### src/hdl/mrtu_pkg.sv
package mrtu_pkg;

    localparam int CMD_W      = 2;
    localparam int BYTE_W     = 8;
    localparam int TIME_W     = 32;
    localparam int STS_W      = 2;
    localparam int CNT_W      = 7;
    localparam int GAP_W      = 16;
    localparam int CFG_IDX_W  = 1;
    localparam int CFG_DATA_W = 16;

    localparam logic [GAP_W-1:0] GAP_RESET = 16'd4;
    localparam logic [CNT_W-1:0] CAP_RESET = 7'd64;

    typedef enum logic [CMD_W-1:0] {
        CMD_BYTE    = 2'd0,
        CMD_POLL    = 2'd1,
        CMD_DISCARD = 2'd2
    } t_cmd;

    typedef enum logic [STS_W-1:0] {
        STS_NONE  = 2'd0,
        STS_OVF   = 2'd1,
        STS_FRAME = 2'd2
    } t_status;

    typedef enum logic [CFG_IDX_W-1:0] {
        CFG_GAP = 1'd0,
        CFG_CAP = 1'd1
    } t_cfg_idx;

    typedef enum logic {
        ST_IDLE   = 1'b0,
        ST_STREAM = 1'b1
    } t_state;

    // controller -> datapath
    typedef struct packed {
        logic byte_wr;
        logic clear;
        logic load_single;
        logic single_ovf;
        logic rd_start;
        logic rd_next;
        logic load_byte;
    } t_dp_cmd;

    // datapath -> controller
    typedef struct packed {
        logic is_byte;
        logic is_poll;
        logic is_discard;
        logic frame_done;
        logic frame_ovf;
        logic frame_empty;
        logic rd_last;
    } t_dp_sts;

endpackage

### src/hdl/mrtu_stream_if.sv
interface mrtu_in_if;
    import mrtu_pkg::*;

    logic              valid;
    logic              ready;
    logic [CMD_W-1:0]  command;
    logic [BYTE_W-1:0] rx_byte;
    logic [TIME_W-1:0] now_time;

    modport source (output valid, output command, output rx_byte, output now_time,
                    input ready);
    modport sink   (input valid, input command, input rx_byte, input now_time,
                    output ready);
endinterface

interface mrtu_out_if;
    import mrtu_pkg::*;

    logic              valid;
    logic              ready;
    logic [STS_W-1:0]  status;
    logic [BYTE_W-1:0] frame_byte;
    logic [CNT_W-1:0]  frame_len;
    logic              last;

    modport source (output valid, output status, output frame_byte, output frame_len,
                    output last, input ready);
    modport sink   (input valid, input status, input frame_byte, input frame_len,
                    input last, output ready);
endinterface

### src/hdl/mrtu_ram.sv
module mrtu_ram #(
    parameter int WIDTH = 8,
    parameter int DEPTH = 64,
    parameter int AW    = (DEPTH > 1) ? $clog2(DEPTH) : 1
) (
    input  logic             i_clk,
    input  logic             i_we,
    input  logic [AW-1:0]    i_waddr,
    input  logic [WIDTH-1:0] i_wdata,
    input  logic             i_re,
    input  logic [AW-1:0]    i_raddr,
    output logic [WIDTH-1:0] o_rdata
);
    logic [WIDTH-1:0] r_mem [DEPTH];
    logic [WIDTH-1:0] r_rdata;

    always_ff @(posedge i_clk) begin
        if (i_we) begin
            r_mem[i_waddr] <= i_wdata;
        end
        if (i_re) begin
            r_rdata <= r_mem[i_raddr];
        end
    end

    assign o_rdata = r_rdata;
endmodule

### src/hdl/mrtu_datapath.sv
module mrtu_datapath #(
    parameter int MAX_FRAME = 64
) (
    input  logic                            i_clk,
    input  logic                            i_rst_n,
    input  logic                            i_cfg_we,
    input  logic [mrtu_pkg::CFG_IDX_W-1:0]  i_cfg_idx,
    input  logic [mrtu_pkg::CFG_DATA_W-1:0] i_cfg_data,
    input  logic [mrtu_pkg::CMD_W-1:0]      i_command,
    input  logic [mrtu_pkg::BYTE_W-1:0]     i_rx_byte,
    input  logic [mrtu_pkg::TIME_W-1:0]     i_now_time,
    input  mrtu_pkg::t_dp_cmd               i_cmd,
    output mrtu_pkg::t_dp_sts               o_sts,
    output logic [mrtu_pkg::STS_W-1:0]      o_status,
    output logic [mrtu_pkg::BYTE_W-1:0]     o_frame_byte,
    output logic [mrtu_pkg::CNT_W-1:0]      o_frame_len,
    output logic                            o_last
);
    import mrtu_pkg::*;

    localparam int AW = (MAX_FRAME > 1) ? $clog2(MAX_FRAME) : 1;
    localparam logic [CNT_W-1:0] MAX_CNT = CNT_W'(MAX_FRAME);

    logic [CNT_W-1:0]  r_count,  n_count;
    logic [TIME_W-1:0] r_arrival, n_arrival;
    logic              r_active, n_active;
    logic              r_ovf,    n_ovf;
    logic [GAP_W-1:0]  r_gap;
    logic [CNT_W-1:0]  r_cap;
    logic [AW-1:0]     r_idx,    n_idx;

    logic [STS_W-1:0]  r_status;
    logic [BYTE_W-1:0] r_byte;
    logic [CNT_W-1:0]  r_len;
    logic              r_last;

    logic              store_ok;
    logic              ram_we;
    logic              ram_re;
    logic [AW-1:0]     ram_raddr;
    logic [BYTE_W-1:0] ram_rdata;
    logic [TIME_W-1:0] elapsed;
    logic              rd_last;

    assign store_ok  = r_count < MAX_CNT;
    assign ram_we    = i_cmd.byte_wr && store_ok;
    assign ram_re    = i_cmd.rd_start || i_cmd.rd_next;
    assign ram_raddr = i_cmd.rd_start ? '0 : r_idx + AW'(1);
    assign elapsed   = i_now_time - r_arrival;
    assign rd_last   = (CNT_W'(r_idx) + CNT_W'(1)) == r_count;

    mrtu_ram #(
        .WIDTH (BYTE_W),
        .DEPTH (MAX_FRAME)
    ) u_store (
        .i_clk   (i_clk),
        .i_we    (ram_we),
        .i_waddr (r_count[AW-1:0]),
        .i_wdata (i_rx_byte),
        .i_re    (ram_re),
        .i_raddr (ram_raddr),
        .o_rdata (ram_rdata)
    );

    always_comb begin
        o_sts.is_byte     = i_command == CMD_BYTE;
        o_sts.is_poll     = i_command == CMD_POLL;
        o_sts.is_discard  = i_command == CMD_DISCARD;
        o_sts.frame_done  = r_active && (elapsed >= TIME_W'(r_gap));
        o_sts.frame_ovf   = r_ovf || (r_count > r_cap);
        o_sts.frame_empty = r_count == '0;
        o_sts.rd_last     = rd_last;
    end

    always_comb begin
        n_count   = r_count;
        n_arrival = r_arrival;
        n_active  = r_active;
        n_ovf     = r_ovf;
        n_idx     = r_idx;
        if (i_cmd.byte_wr) begin
            if (store_ok) begin
                n_count = r_count + CNT_W'(1);
            end else begin
                n_ovf = 1'b1;
            end
            n_arrival = i_now_time;
            n_active  = 1'b1;
        end
        if (i_cmd.clear) begin
            n_count   = '0;
            n_arrival = '0;
            n_active  = 1'b0;
            n_ovf     = 1'b0;
        end
        if (i_cmd.rd_start) begin
            n_idx = '0;
        end else if (i_cmd.rd_next) begin
            n_idx = r_idx + AW'(1);
        end
    end

    always_ff @(posedge i_clk) begin
        if (!i_rst_n) begin
            r_count   <= '0;
            r_arrival <= '0;
            r_active  <= 1'b0;
            r_ovf     <= 1'b0;
            r_gap     <= GAP_RESET;
            r_cap     <= CAP_RESET;
        end else begin
            r_count   <= n_count;
            r_arrival <= n_arrival;
            r_active  <= n_active;
            r_ovf     <= n_ovf;
            if (i_cfg_we) begin
                unique case (i_cfg_idx)
                    CFG_GAP: r_gap <= i_cfg_data[GAP_W-1:0];
                    CFG_CAP: r_cap <= i_cfg_data[CNT_W-1:0];
                    default: ;
                endcase
            end
        end
    end

    always_ff @(posedge i_clk) begin
        r_idx <= n_idx;
        if (i_cmd.load_single) begin
            r_status <= i_cmd.single_ovf ? STS_OVF : STS_NONE;
            r_byte   <= '0;
            r_len    <= '0;
            r_last   <= 1'b1;
        end else if (i_cmd.load_byte) begin
            r_status <= STS_FRAME;
            r_byte   <= ram_rdata;
            r_len    <= r_count;
            r_last   <= rd_last;
        end
    end

    assign o_status     = r_status;
    assign o_frame_byte = r_byte;
    assign o_frame_len  = r_len;
    assign o_last       = r_last;

`ifndef SYNTHESIS
    a_count_bound: assert property (@(posedge i_clk) disable iff (!i_rst_n)
        r_count <= MAX_CNT)
        else $error("byte count beyond store depth");

    a_read_in_frame: assert property (@(posedge i_clk) disable iff (!i_rst_n)
        i_cmd.rd_next |-> (CNT_W'(r_idx) + CNT_W'(1)) < r_count)
        else $error("store read past frame end");

    a_clear: assert property (@(posedge i_clk) disable iff (!i_rst_n)
        i_cmd.clear |=> (r_count == '0) && !r_active && !r_ovf)
        else $error("receiver not cleared");
`endif
endmodule

### src/hdl/mrtu_ctrl.sv
module mrtu_ctrl (
    input  logic              i_clk,
    input  logic              i_rst_n,
    input  logic              i_in_valid,
    output logic              o_in_ready,
    output logic              o_out_valid,
    input  logic              i_out_ready,
    input  mrtu_pkg::t_dp_sts i_sts,
    output mrtu_pkg::t_dp_cmd o_cmd
);
    import mrtu_pkg::*;

    t_state r_state, n_state;
    logic   r_out_valid, n_out_valid;
    logic   slot_free;
    logic   accept;
    logic   deliver;

    assign slot_free = !r_out_valid || i_out_ready;
    assign deliver   = i_sts.frame_done && !i_sts.frame_ovf && !i_sts.frame_empty;

    always_comb begin
        n_state = r_state;
        unique case (r_state)
            ST_IDLE: begin
                if (o_cmd.rd_start) begin
                    n_state = ST_STREAM;
                end
            end
            ST_STREAM: begin
                if (slot_free && i_sts.rd_last) begin
                    n_state = ST_IDLE;
                end
            end
            default: n_state = ST_IDLE;
        endcase
    end

    always_comb begin
        o_in_ready = 1'b0;
        o_cmd      = '0;
        accept     = 1'b0;
        unique case (r_state)
            ST_IDLE: begin
                o_in_ready        = slot_free;
                accept            = i_in_valid && slot_free;
                o_cmd.byte_wr     = accept && i_sts.is_byte;
                o_cmd.clear       = accept && (i_sts.is_discard || (i_sts.is_poll
                                    && i_sts.frame_done
                                    && (i_sts.frame_ovf || i_sts.frame_empty)));
                o_cmd.load_single = accept && i_sts.is_poll && !deliver;
                o_cmd.single_ovf  = i_sts.frame_done && i_sts.frame_ovf;
                o_cmd.rd_start    = accept && i_sts.is_poll && deliver;
            end
            ST_STREAM: begin
                o_cmd.load_byte = slot_free;
                o_cmd.rd_next   = slot_free && !i_sts.rd_last;
                o_cmd.clear     = slot_free && i_sts.rd_last;
            end
            default: ;
        endcase
    end

    always_comb begin
        n_out_valid = r_out_valid;
        if (o_cmd.load_single || o_cmd.load_byte) begin
            n_out_valid = 1'b1;
        end else if (i_out_ready) begin
            n_out_valid = 1'b0;
        end
    end

    always_ff @(posedge i_clk) begin
        if (!i_rst_n) begin
            r_state     <= ST_IDLE;
            r_out_valid <= 1'b0;
        end else begin
            r_state     <= n_state;
            r_out_valid <= n_out_valid;
        end
    end

    assign o_out_valid = r_out_valid;

`ifndef SYNTHESIS
    a_stream_blocks_input: assert property (@(posedge i_clk) disable iff (!i_rst_n)
        (r_state == ST_STREAM) |-> !o_in_ready)
        else $error("input taken during frame stream");

    a_stream_start: assert property (@(posedge i_clk) disable iff (!i_rst_n)
        o_cmd.rd_start |=> (r_state == ST_STREAM) && !r_out_valid)
        else $error("stream start with output slot busy");

    a_stream_end: assert property (@(posedge i_clk) disable iff (!i_rst_n)
        (r_state == ST_STREAM && slot_free && i_sts.rd_last)
        |=> (r_state == ST_IDLE) && r_out_valid)
        else $error("final frame byte not delivered");
`endif
endmodule

### src/hdl/modbus_rtu_frame_gap_receiver.sv
// Byte and discard transactions: no result; the next input can be taken the cycle after.
// Poll without a deliverable frame: one result, registered in the cycle after acceptance.
// Poll with a frame of N bytes: first byte through the registered store read and then the
// output register, then one per cycle while the sink is ready; ready is low while it streams.
// Reset: synchronous, active low; clears receiver state and output valid, loads gap 4 and
// capacity 64. The frame store is not cleared. A waiting result holds input off.
module modbus_rtu_frame_gap_receiver #(
    parameter int MAX_FRAME = 64
) (
    input  logic                            i_clk,
    input  logic                            i_rst_n,
    mrtu_in_if.sink                         i_in,
    mrtu_out_if.source                      o_out,
    input  logic                            i_cfg_we,
    input  logic [mrtu_pkg::CFG_IDX_W-1:0]  i_cfg_idx,
    input  logic [mrtu_pkg::CFG_DATA_W-1:0] i_cfg_data
);
    import mrtu_pkg::*;

    // Controller sequences transactions; datapath owns the receiver state,
    // the frame store and the output register.
    t_dp_cmd dp_cmd;
    t_dp_sts dp_sts;

    mrtu_ctrl u_ctrl (
        .i_clk       (i_clk),
        .i_rst_n     (i_rst_n),
        .i_in_valid  (i_in.valid),
        .o_in_ready  (i_in.ready),
        .o_out_valid (o_out.valid),
        .i_out_ready (o_out.ready),
        .i_sts       (dp_sts),
        .o_cmd       (dp_cmd)
    );

    // Gap check: elapsed time is taken modulo 2^32 against the gap register.
    mrtu_datapath #(
        .MAX_FRAME (MAX_FRAME)
    ) u_dp (
        .i_clk        (i_clk),
        .i_rst_n      (i_rst_n),
        .i_cfg_we     (i_cfg_we),
        .i_cfg_idx    (i_cfg_idx),
        .i_cfg_data   (i_cfg_data),
        .i_command    (i_in.command),
        .i_rx_byte    (i_in.rx_byte),
        .i_now_time   (i_in.now_time),
        .i_cmd        (dp_cmd),
        .o_sts        (dp_sts),
        .o_status     (o_out.status),
        .o_frame_byte (o_out.frame_byte),
        .o_frame_len  (o_out.frame_len),
        .o_last       (o_out.last)
    );
endmodule

### src/flat_wrapper.sv
// flat-port wrapper written by rule: the top's interface ports become plain ports
module modbus_rtu_frame_gap_receiver_flat import mrtu_pkg::*;
#(
    parameter int MAX_FRAME = 64
)
  (i_clk, i_rst_n, i_cfg_we, i_cfg_idx, i_cfg_data, i_in_valid, i_in_command, i_in_rx_byte, i_in_now_time, i_in_ready, o_out_valid, o_out_status, o_out_frame_byte, o_out_frame_len, o_out_last, o_out_ready);
  mrtu_in_if i_in_i ();
  mrtu_out_if o_out_i ();
  input  logic i_clk;
  input  logic i_rst_n;
  input  logic i_cfg_we;
  input  logic [mrtu_pkg::CFG_IDX_W-1:0] i_cfg_idx;
  input  logic [mrtu_pkg::CFG_DATA_W-1:0] i_cfg_data;
  input wire logic [$bits(i_in_i.valid)-1:0] i_in_valid;
  input wire logic [$bits(i_in_i.command)-1:0] i_in_command;
  input wire logic [$bits(i_in_i.rx_byte)-1:0] i_in_rx_byte;
  input wire logic [$bits(i_in_i.now_time)-1:0] i_in_now_time;
  output wire logic [$bits(i_in_i.ready)-1:0] i_in_ready;
  output wire logic [$bits(o_out_i.valid)-1:0] o_out_valid;
  output wire logic [$bits(o_out_i.status)-1:0] o_out_status;
  output wire logic [$bits(o_out_i.frame_byte)-1:0] o_out_frame_byte;
  output wire logic [$bits(o_out_i.frame_len)-1:0] o_out_frame_len;
  output wire logic [$bits(o_out_i.last)-1:0] o_out_last;
  input wire logic [$bits(o_out_i.ready)-1:0] o_out_ready;
  assign i_in_i.valid = i_in_valid;
  assign i_in_i.command = i_in_command;
  assign i_in_i.rx_byte = i_in_rx_byte;
  assign i_in_i.now_time = i_in_now_time;
  assign i_in_ready = i_in_i.ready;
  assign o_out_valid = o_out_i.valid;
  assign o_out_status = o_out_i.status;
  assign o_out_frame_byte = o_out_i.frame_byte;
  assign o_out_frame_len = o_out_i.frame_len;
  assign o_out_last = o_out_i.last;
  assign o_out_i.ready = o_out_ready;
  modbus_rtu_frame_gap_receiver #(.MAX_FRAME(MAX_FRAME)) u_core (.i_clk(i_clk), .i_rst_n(i_rst_n), .i_in(i_in_i), .o_out(o_out_i), .i_cfg_we(i_cfg_we), .i_cfg_idx(i_cfg_idx), .i_cfg_data(i_cfg_data));
endmodule
### config.mk
export PLATFORM = sky130hd
export DESIGN_NAME = modbus_rtu_frame_gap_receiver_flat
export DESIGN_NICKNAME = d
export VERILOG_FILES = /design/src/hdl/mrtu_pkg.sv /design/src/hdl/mrtu_stream_if.sv /design/src/hdl/mrtu_ram.sv /design/src/hdl/mrtu_datapath.sv /design/src/hdl/mrtu_ctrl.sv /design/src/hdl/modbus_rtu_frame_gap_receiver.sv /design/src/flat_wrapper.sv
export SDC_FILE = /design/constraint.sdc
export NUM_CORES = 1
export LEC_CHECK = 0
export BUFFER_PORTS_ARGS = -buffer_cell sky130_fd_sc_hd__buf_2
export CORE_MARGIN = 4
export CORE_UTILIZATION = 55
export CTS_CLUSTER_SIZE = 16
export DETAILED_ROUTE_END_ITERATION = 8
export GPL_ROUTABILITY_DRIVEN = 1
export PLACE_DENSITY = 0.8
export SLEW_MARGIN = 25
export SYNTH_ARGS = -nofsm -noshare
export SYNTH_HDL_FRONTEND = slang
export SYNTH_HIERARCHICAL = 1
export SYNTH_SLANG_ARGS = --single-unit
export TNS_END_PERCENT = 30
### constraint.sdc
create_clock -name i_clk -period 9.2 [get_ports i_clk]
set_input_delay 0.46 -clock i_clk [delete_from_list [all_inputs] [get_ports i_clk]]
set_output_delay 0.46 -clock i_clk [all_outputs]
set_load 0.02 [all_outputs]
After elaboration in Yosys (flattened, before gate mapping)
Memory sizes are Yosys's and may differ from the RTL's. A register that Yosys moved wholly into a read port is not among the register bits.
Index checks and enable logic that the tools add are counted.
- $add $sub $neg: 4
- $lt $le $gt $ge: 3
- eq/ne operators: 3
- muxes and demuxes: 16
- bitwise logic cells: 4
- reductions and logical operators: 35
- operators by type and width (operator ; count):
    32-bit by 16-bit greater-or-equal comparator with 1-bit output ; 1
    32-bit subtractor ; 1
    1-bit logical AND ; 15
    1-bit two-way mux ; 9
    2-bit AND reduction ; 4
    6-bit by 1-bit adder with 7-bit output, second input constant ; 1
    7-bit by 1-bit adder with 7-bit output, second input constant ; 1
    7-bit == test ; 1
    7-bit greater-than comparator ; 1
    7-bit logical NOT ; 1
    7-bit < comparator, second input constant ; 1
    6-bit by 1-bit adder with 6-bit output, second input constant ; 1
    1-bit logical OR ; 6
    2-bit two-way mux ; 3
    6-bit two-way mux ; 1
    1-bit logical NOT ; 5
    1-bit NOT ; 4
    1-bit one-hot mux with 2 select lines ; 2
    2-bit nonzero test ; 2
    3-bit two-way mux ; 1
    2-bit by 1-bit == test with 1-bit output, second input constant ; 1
    2-bit == test, second input constant ; 1
    2-bit logical NOT ; 1
    2-bit OR reduction ; 1
- register bits after elaboration: 90
- bits in writable memories: 512
- input bits: 64
- output and inout port bits: 20
- word-level logic and storage cells: 79
- memories kept: 1
- memory list (name ; words ; width ; read ports ; clocked after Yosys merged registers in ; wr ports ; RTL line ; text):
    u_core.u_dp.u_store.r_mem ; 64 ; 8 ; 1 ; 1 ; 1 ; mrtu_ram.sv:14 ; logic [WIDTH-1:0] r_mem [DEPTH];

Logic depth before layout (Yosys ltp)
- depth after elaboration: 10
- mapped depth: 30
- mapped depth without buffers: 25

Cells and area by module
The synthesis kept the hierarchy.
- modules (own cells, without submodules) (module ; instances ; cells each ; area each (um2) ; seq. area each (um2)):
    mrtu_ram ; 1 ; 940 ; 20246.9 ; 15615.0
    mrtu_datapath ; 1 ; 734 ; 5926.9 ; 1781.7
    mrtu_ctrl ; 1 ; 25 ; 178.9 ; 40.0

Least setup slack after synthesis
OpenSTA, ideal clock, no wires.
- path type: in2reg
- start: input port i_in_now_time[0]
- end: register u_core.u_dp.u_store.r_rdata[3] (netlist: u_core/u_dp/u_store/o_rdata[3]) (read register of u_core.u_dp.u_store.r_mem) (data pin)
- library setup time: 270 ps
- data arrival time: 6252 ps
- required time: 8930 ps
- setup slack: 2678 ps
- stages: 26
- buffers on the path: 3
- cell sequence: inv_1 ha_1 fa_1 nand2b_1 a21o_1 a31o_2 o31a_1 xnor2_1 ha_1 a21o_1 a221o_1 a2111oi_0 o21a_1 nor4b_2 nand4_1 o41a_1 and4bb_1 and3_4 buf_1 nor2_1 buf_6 buf_4 mux4_2 mux4_2 o21ai_1 o41ai_1
- RTL lines (what ; RTL line ; text):
    start: declaration ; flat_wrapper.sv:17 ; input wire logic [$bits(i_in_i.now_time)-1:0] i_in_now_time;
    end: declaration ; mrtu_ram.sv:15 ; logic [WIDTH-1:0] r_rdata;

==> summary.txt <==
Setup path
  • Worst r2r path cells: 23
  • Critical Path RT: 9.56 ns
  • FF-to-FF Start: u_core/u_dp/r_arrival[0]$_SDFFE_PP0P_
  • Crit start category: flop
  • Setup crit end kind: flop
  • Reg2reg end: u_core/u_dp/u_store/o_rdata[7]$_DFFE_PP_
  • CP arrival: 7.83 ns
  • FF-to-FF setup slack: 1.74 ns
  • Setup CP Type: reg -> reg
  • Worst-path fanout max: 104

Timing
  • Slew Limit Fails: 0
  • Slew HR: 0.3118
  • Crit path time final: 7.464 ns
  • RSZ-0062 raised after global routing: no
  • Final setup violation count: 0
  • Clk_skew: 0.02620 ns
  • Final cycle utilization of the critical path: 0.8113
  • Max frequency: 134.0 MHz
  • Setup TNS: 0 ns
  • Hold Violations, Final: 0
  • Pin slew with the least headroom to its limit: 1.029 ns

Logic synthesis
  • Post-synthesis cell count: 1,699
  • Synthesized area per cell: 15.51 µm²
  • Post-synth ARST share: 0
  • Synth top area cells: edfxtp_1, mux4_2, dfxtp_1
  • Seq/Total Area, Yosys: 0.6617
  • Top-area cell type share of the netlist area: 0.5948
  • Ys Warns: 6
  • Syn nets: 1,821
  • Top_reg_cell synth: edfxtp_1
  • Netlist cell types: 77
  • Dominant cell type by area after synthesis: edfxtp_1
  • #FFs+latches synth: 610
  • Mapped cell area: 26,350 µm²
  • EDFF count, synth: 522

Layout
  • Share of post-route cells with drive strength above 1: 0.1945
  • Fill count: 3,252
  • Core Util, Final: 0.6221
  • Multi-input gate area: 8283 µm²
  • Reg area: 17,440 µm²
  • Area growth, synth to finish: 10.83%
  • Final net count: 1,902

GRT
  • Overflow after GRT: 0
  • Largest net degree at the start of global routing: 105
  • First-pass GRT wire length: 91,790 µm
  • Vias in the first global route: 15,200
  • Initial antenna violation count: 0
  • Total Routing Usage GR: 0.2364

Drt
  • Drt wl/cell: 24.94 µm
  • Vias: 15,470
  • Avg Vias per Cell: 6.347
  • Max layer used: met4
  • Drt total wl: 60,810 µm
  • Initial DRC count: 1,715
  • DRC errors left: 0
  • Met2 wire len: 29,610 µm
  • Drt pass-1 iters: 5
  • DR WL met3: 5546 µm
  • Post-route ant nets: 0
  • M1 WL: 23,670 µm

Pwr
  • VDD IR max: 0.1743 mV
  • Final total power: 5.730 mW
  • LEAKAGE: 9.568 nW
  • Power Density: 196.2 nW/µm²

Hold path
  • Hold depth: 3
  • Hold WC Path Type: in -> reg
  • Hold endpoint: u_core/u_dp/r_arrival[16]$_SDFFE_PP0P_
  • Hold path startpoint: i_in_now_time[16]

Flow run
  • Max_cap viols: 0

Die
  • Total Die Area: 51,480 µm²
  • Initial Utilization: 0.5613
  • IO Count: 84
  • FP Rows: 79
  • Die Span Y: 226.9 µm
  • Core Region: 46,950 µm²
  • Die X: 226.9 µm

Status
  • Outcome: finished, final reports clean

Clock network
  • H-Tree Level Count: 2
  • Longest Clk Path Bufs: 3
  • PostCTS Resize Cnt: 0
  • Clock sinks: 610
  • Worst-path clk slew: 0.06 ns
  • CTS tree: done
  • Worst-Skew Late Latency: 0.64 ns
  • # hold bufs at CTS: 0
  • Root buffer cell: clkbuf_16
  • Post-CTS setup buffer count: 0
  • Num CTS Buffers: 58

Place
  • Port Buffer Count: 83
  • Routability congestion estimate: 0.9060
  • Detailed placer's ending HPWL: 37,730 µm
## cell families (layout without fill, tap and decap cells)
family | after synthesis | after routing | synth area share
buffers and inverters | 144 | 275 | 0.02550
muxes | 213 | 213 | 0.1413
AOI/OAI and AO/OA | 207 | 207 | 0.05565
DFF | 610 | 610 | 0.6617
xor gates and xnor gates | 42 | 42 | 0.01396
other | 0 | 1 | 0
adders and majority gates | 58 | 58 | 0.02782
and+or+nand+nor | 425 | 425 | 0.07407
## power by group
part | leakage (nW) | internal (mW) | switching [mW]
Combinational | 3.26 | 0.162 | 0.230
Sequential | 5.41 | 3.01 | 0.00763
Clock | 0.902 | 1.28 | 1.04
Total | 9.57 | 4.45 | 1.28
## cell usage after synthesis, types with 14 or more instances
library cell / number
mux4_2: 126
mux2i_1: 74
clkbuf_1: 41
xor2_1: 24
edfxtp_1: 522
nand2_1: 100
dfxtp_1: 88
a21boi_0: 24
nor2_1: 180
nand3_1: 29
nand2b_1: 18
nor3_1: 16
o21ai_0: 19
a21oi_1: 47
nand4_1: 14
nor2b_1: 26
buf_4: 14
inv_1: 64
xnor2_1: 18
ha_1: 57
## stage by stage
stage,cell area [µm²],setup WS [ns],instances,hold WS (ns)
after floorplan,26350,2.678,1699,0.4310
after global placement,27290,1.532,2325,0.4447
after detailed placement,27330,1.422,2326,0.4565
after CTS,29180,1.704,2436,0.07481
after global routing,29200,1.388,2437,0.1005
final,29210,1.736,2438,0.09098
## sequential cells by signal, summed over array words and instances, names as in the netlist
name	flops
u_core/u_dp/o_frame_len	7
u_core/u_dp/r_count	7
u_core/u_dp/r_active	1
u_core/u_ctrl/r_state	1
u_core/u_dp/o_frame_byte	8
u_core/u_dp/u_store/o_rdata	8
u_core/u_dp/o_last	1
u_core/u_dp/r_cap	7
u_core/u_dp/r_arrival	32
u_core/u_ctrl/o_out_valid	1
u_core/u_dp/u_store/r_mem	512
u_core/u_dp/r_ovf	1
u_core/u_dp/r_gap	16
u_core/u_dp/o_status	2
u_core/u_dp/r_idx	6
## worst max-delay path: stages (launching register included)
cell and delay [ns]:
dfxtp_1 0.31, ha_1 0.20, fa_1 0.40, nand2b_1 0.18, a21o_1 0.20, a31o_2 0.22
o31a_1 0.41, xnor2_1 0.17, ha_1 0.30, a21o_1 0.19, a221o_1 0.28, a2111oi_0 0.29
o21a_1 0.18, nor4b_2 0.18, nand4_1 0.11, o41a_1 0.48, and4bb_1 0.23, and3_4 0.26
nor2_4 0.29, buf_12 0.60, mux4_2 0.61, mux4_2 0.52, o21ai_0 0.35, nand2_1 0.11
## cell usage in the layout, fill, tap and decap left out, types with 8 or more instances in the layout
cell type | netlist | routed
clkbuf_16 | 0 | 58
nor2_1 | 180 | 175
nand2b_1 | 18 | 18
o221ai_1 | 9 | 9
xor2_1 | 24 | 24
nor2b_1 | 26 | 24
ha_1 | 57 | 57
nor3_1 | 16 | 16
mux2_2 | 13 | 13
buf_2 | 13 | 77
nand2_1 | 100 | 100
o21ai_0 | 19 | 19
a21boi_0 | 24 | 24
o21a_1 | 9 | 9
dfxtp_1 | 88 | 88
o21ai_1 | 8 | 8
clkinv_1 | 0 | 14
clkinv_2 | 0 | 16
buf_4 | 14 | 19
mux4_2 | 126 | 126
mux2i_1 | 74 | 74
edfxtp_1 | 522 | 522
xnor2_1 | 18 | 18
a21o_1 | 10 | 10
nand4_1 | 14 | 14
a211oi_1 | 11 | 11
a21oi_1 | 47 | 47
inv_1 | 64 | 64
o22ai_1 | 9 | 9
nand3_1 | 29 | 29
## how the worst max path moves through the flow
stage                                                from                                       end  slack, ns
finish              u_core/u_dp/r_arrival[0]$_SDFFE_PP0P_  u_core/u_dp/u_store/o_rdata[7]$_DFFE_PP_       1.74
global placement                         i_in_now_time[0]  u_core/u_dp/u_store/o_rdata[7]$_DFFE_PP_       1.53
CTS                 u_core/u_dp/r_arrival[0]$_SDFFE_PP0P_  u_core/u_dp/u_store/o_rdata[7]$_DFFE_PP_       1.70
floorplan                                i_in_now_time[0]  u_core/u_dp/u_store/o_rdata[3]$_DFFE_PP_       2.68
detailed placement                       i_in_now_time[0]  u_core/u_dp/u_store/o_rdata[7]$_DFFE_PP_       1.42
global route        u_core/u_dp/r_arrival[0]$_SDFFE_PP0P_  u_core/u_dp/u_store/o_rdata[7]$_DFFE_PP_       1.39
## per-layer routing
metal	global-route usage	vias up
met5	0	-
met4	0.08189	0
met3	0.04635	139
met2	0.3879	852
met1	0.3211	7762
li1	-	6721
## layout make-up
type,count,share of cell area
tap,607,0.02600
sequential,610,0.5970
inverter,64,0.008225
multi-input combinational,945,0.2836
clock buffer,64,0.05046
timing repair buffer,101,0.02159
antenna,1,0.00008568
clock inverter,46,0.01302
Power figures use the tool's default switching activity.
